[config.mk]
export PLATFORM = sky130hd
export DESIGN_NAME = att_ram
export DESIGN_NICKNAME = d
export VERILOG_FILES = /design/src/rtl/core/att_ram.sv
export SDC_FILE = /design/constraint.sdc
export NUM_CORES = 1
export LEC_CHECK = 0
export BUFFER_PORTS_ARGS = -buffer_cell sky130_fd_sc_hd__buf_4
export CORE_ASPECT_RATIO = 0.5
export CORE_MARGIN = 1
export CORE_UTILIZATION = 48
export CTS_CLUSTER_SIZE = 25
export DETAILED_ROUTE_END_ITERATION = 8
export PLACE_DENSITY = 0.68
export SYNTH_ARGS = -nofsm -noshare
export SYNTH_HDL_FRONTEND = slang
export SYNTH_SLANG_ARGS = --single-unit
[constraint.sdc]
create_clock -name clk -period 1.3 [get_ports clk]
set_clock_uncertainty 0.1 [all_clocks]
set_input_delay 0.13 -clock clk [delete_from_list [all_inputs] [get_ports clk]]
set_output_delay 0.13 -clock clk [all_outputs]
set_load 0.005 [all_outputs]
[src/rtl/core/att_ram.sv]
// Single-port-write, registered-read memory used for the block and group tables.
module att_ram #(
  parameter int WIDTH = 8,
  parameter int DEPTH = 4
) (
  input  logic                     clk,
  input  logic [$clog2(DEPTH)-1:0] rd_idx,
  output logic [WIDTH-1:0]         rd_data,
  input  logic                     wr_en,
  input  logic [$clog2(DEPTH)-1:0] wr_idx,
  input  logic [WIDTH-1:0]         wr_data
);

  logic [WIDTH-1:0] mem [DEPTH];

  always_ff @(posedge clk) begin
    if (wr_en) begin
      mem[wr_idx] <= wr_data;
    end
  end

  always_ff @(posedge clk) begin
    rd_data <= mem[rd_idx];
  end

endmodule

; ---- Word-level counts from Yosys, hierarchy flattened
; Memory sizes are Yosys's and may differ from the RTL's. A register that Yosys moved wholly into a read port is not among the register bits.
; Index checks and enable logic that the tools add are counted.
; Widths: inputs -> output; s select.
[word_totals]
ff_bits = 0
ram_bits = 32
inputBits = 14
out_inout_bits = 8
n_memories = 1
[classes]
mux = 2
[memory_table]
columns = name, words, word_bits, rd, rd_ports_with_merged_regs, wr, line_no
row1 = mem, 4, 8, 1, 1, 1, 14  ; logic [WIDTH-1:0] mem [DEPTH];
[op_table]
columns = operator, n
row1 = $mux 1, 2

; ---- Depth between registers and ports, before layout
[depth]
ltp_word = 2
depth_mapped = 2

; ---- Worst setup path after synthesis
; Ideal clock, no wire load.
[synth_timing]
path_kind = in2reg
startpoint = in wr_idx[0]
endpoint = mem mem[0][0], enable pin
setup_time_ns = 0.385
arrival_ns = 0.809
t_required_ns = 0.815
slack_ns = 0.006
cell_stages = 1
path_cell_list = nor3b_1
[synth_lines]
columns = element, line_no
row1 = start: declaration, 10  ; input logic [$clog2(DEPTH)-1:0] wr_idx,
row2 = end: declaration, 14
; No word-level cell before the write port.

; ---- Final worst setup path
[layout_timing]
startpoint = mem mem[2][6]
endpoint = reg rd_data[6], read port of mem
[layout_lines]
columns = element, line_no
row1 = end: declaration, 8  ; output logic [WIDTH-1:0] rd_data,
; No word-level cell between the ends.

==> metrics.txt <==
final worst-path cycle share 82.5%; worst path required time 1.36 ns; CP Class reg -> reg; # clock sinks 40; top cell type's share of synthesized area 71.2%; PnR Total Power 2.39 mW; first-pass GRT wire length 2.99 mm; worst-path maximum fanout 1; layout cells sized above 1 38.9%; final core utilization 64.7%; clock buffer depth 2; status completed; antenna violations before repair 0; post-synth top area cell edfxtp_1; drc violations 0; Mapped Area 1350 µm²; peak supply drop 0.559 mV; reg2reg setup slack 0.23 ns; CP peak stage delay 0.47 ns; pre-CTS setup slack 0.117 ns; Setup crit end rd_data[6]; P_leak 0.613 nW; Die Span Y 39.5 µm; Area Growth Syn to Fin 26.3%; CTS tree done; mean post-synth cell area 25.0 µm²; Crit. End Element flop; worst r2r src mem[2][6]; Syn Inst Count 54; CP bufs+invs 0; critical path's top delay family multiplexers; routed length per instance 15.9 µm; max-slew violations 0; crit path launch mem[2][6]; Final Hold Fails 0; Synth warnings 0; share of power burned in registers 61.8%; row count 13; drt pass-1 iters 4; grt ovf 0; Worst-path clk slew 0.07 ns; CORE AREA 2640 µm²; Met3 Routed Length 99 µm; I/O Pins 22; IO buf count 21; 1st-iter DRT viols 26; hold slack 0.119 ns; sw frac 18.8%; Critical Path Source Type flop; sequential area share after synthesis 83.1%; synthesized flop and latch total 40; FF+latch area 1120 µm²; later-pin clock latency in the skew report 0.28 ns; Worst Hold Class in -> reg; Max Cap Viol 0; Via density 5.00; Max Fclk 932 MHz; area of the multi-input gates 211 µm²; met2 wire length 1.05 mm; root buffer cell clkbuf_8; Top Layer Used met4; antenna viol nets, final 0; Synth Net Count 68; Clk pwr share 31.0%; P_sw 0.450 mW; Layout Nets 103; DIE WIDTH 77.0 µm; WL final 2.02 mm; fill cell count 191; endpoints failing setup 0; pwr dens 1400 nW/µm²; detailed-route via count 635; CP Data Arrival Time 1.13 ns; R2R depth 1; H-tree depth 2; Slew HR 72.8%; Area contributors post-synth edfxtp_1 (71%), mux4_2 (13%), dfxtp_1 (12%); RSZ-0062 raised after global routing no; CP cell instances mux4_2; Metal-1 WL 854 µm; global placement routability congestion 0.628; Pint 1.94 mW; Gate power share 7.3%; diode count 0; vias in the first global route 608; stages on the worst setup path 1; Initial Util 51.2%; die area 3040 µm²; slowest stage cell on the critical path mux4_2; all-layer global routing usage 15.4%; final setup TNS 0 ns; library cells used by synthesis 8; Num CTS Buffers 5; Period minus WS final 1.07 ns; Reg2Reg Capture Point rd_data[6]; setup ws final 0.227 ns; largest net degree at the start of global routing 12; worst slew pin tran 0.408 ns
cells by family (layout without fill, tap and decap cells):
| kind of cell | count (synthesis) | count (layout) | synth area share, % |
|---|---|---|---|
| buf+inv | 2 | 38 | 1.21 |
| flops | 40 | 40 | 83.1 |
| mux | 8 | 8 | 13.4 |
| simple gates | 4 | 4 | 2.32 |
timing repair:
| item | CTS | global route |
|---|---|---|
| hold buffers | 8 | 0 |
| gates resized for setup | 0 | 0 |
| setup buffers | 0 | 0 |
| endpoints found under the hold margin | 32 | 0 |
| endpoints found under the setup margin | 0 | 0 |
routing by layer:
metal	vias up	global-route usage (%)
met5	-	0
met4	0	5.77
met3	3	9.07
met2	16	26.1
met1	325	16.5
li1	291	-
metrics by stage:
stage	area, µm²	instances
finish	1700	127
global route	1700	127
CTS	1700	127
detailed placement	1540	111
global placement	1540	111
floorplan	1350	54
placed cells by master, fill, tap and decap left out:
cell type	synthesis	final
edfxtp_1	32	32
buf_4	0	22
mux4_2	8	8
dlygate4sd3_1	0	8
dfxtp_1	8	8
clkbuf_8	0	5
and3b_1	2	2
clkbuf_1	0	2
nor3b_1	1	1
and3_1	1	1
clkinv_1	0	1
synth_stat cells:
| cell | n |
|---|---|
| edfxtp_1 | 32 |
| dfxtp_1 | 8 |
| mux4_2 | 8 |
| and3b_1 | 2 |
| and3_1 | 1 |
| buf_6 | 1 |
| clkbuf_2 | 1 |
| nor3b_1 | 1 |
sequential cells by signal, summed over array words and instances (netlist names):
signal   cells
mem         32
rd_data      8
worst min path at each step:
| stage | start | endpoint | slack [ns] | cells after the start |
|---|---|---|---|---|
| detailed placement | wr_data[4] | mem[0][4] | 0.24 | 1 |
| finish | rd_idx[1] | rd_data[4] | 0.12 | 2 |
| global route | rd_idx[1] | rd_data[1] | 0.11 | 2 |
| CTS | rd_idx[1] | rd_data[4] | 0.11 | 2 |
| floorplan | wr_data[0] | mem[0][0] | 0.13 | 0 |
| global placement | wr_data[5] | mem[3][5] | 0.23 | 1 |
power by group through the flow:
stage | clock, mW | combinational (mW) | sequential (mW)
global route | 0.828 | 0.186 | 1.48
finish | 0.740 | 0.174 | 1.48
CTS | 0.762 | 0.178 | 1.48
floorplan | 0 | 0.0660 | 1.50
detailed placement | 0 | 0.158 | 1.51
global placement | 0 | 0.151 | 1.50
layout make-up:
cell class	count	share of cell area, %
Clock buffer	7	4.48
Clock inverter	1	0.220
Multi-Input combinational cell	12	12.4
Sequential cell	40	65.8
Tap cell	37	2.72
Timing Repair Buffer	30	14.4
Note: power is estimated with default switching activity, not from simulation.
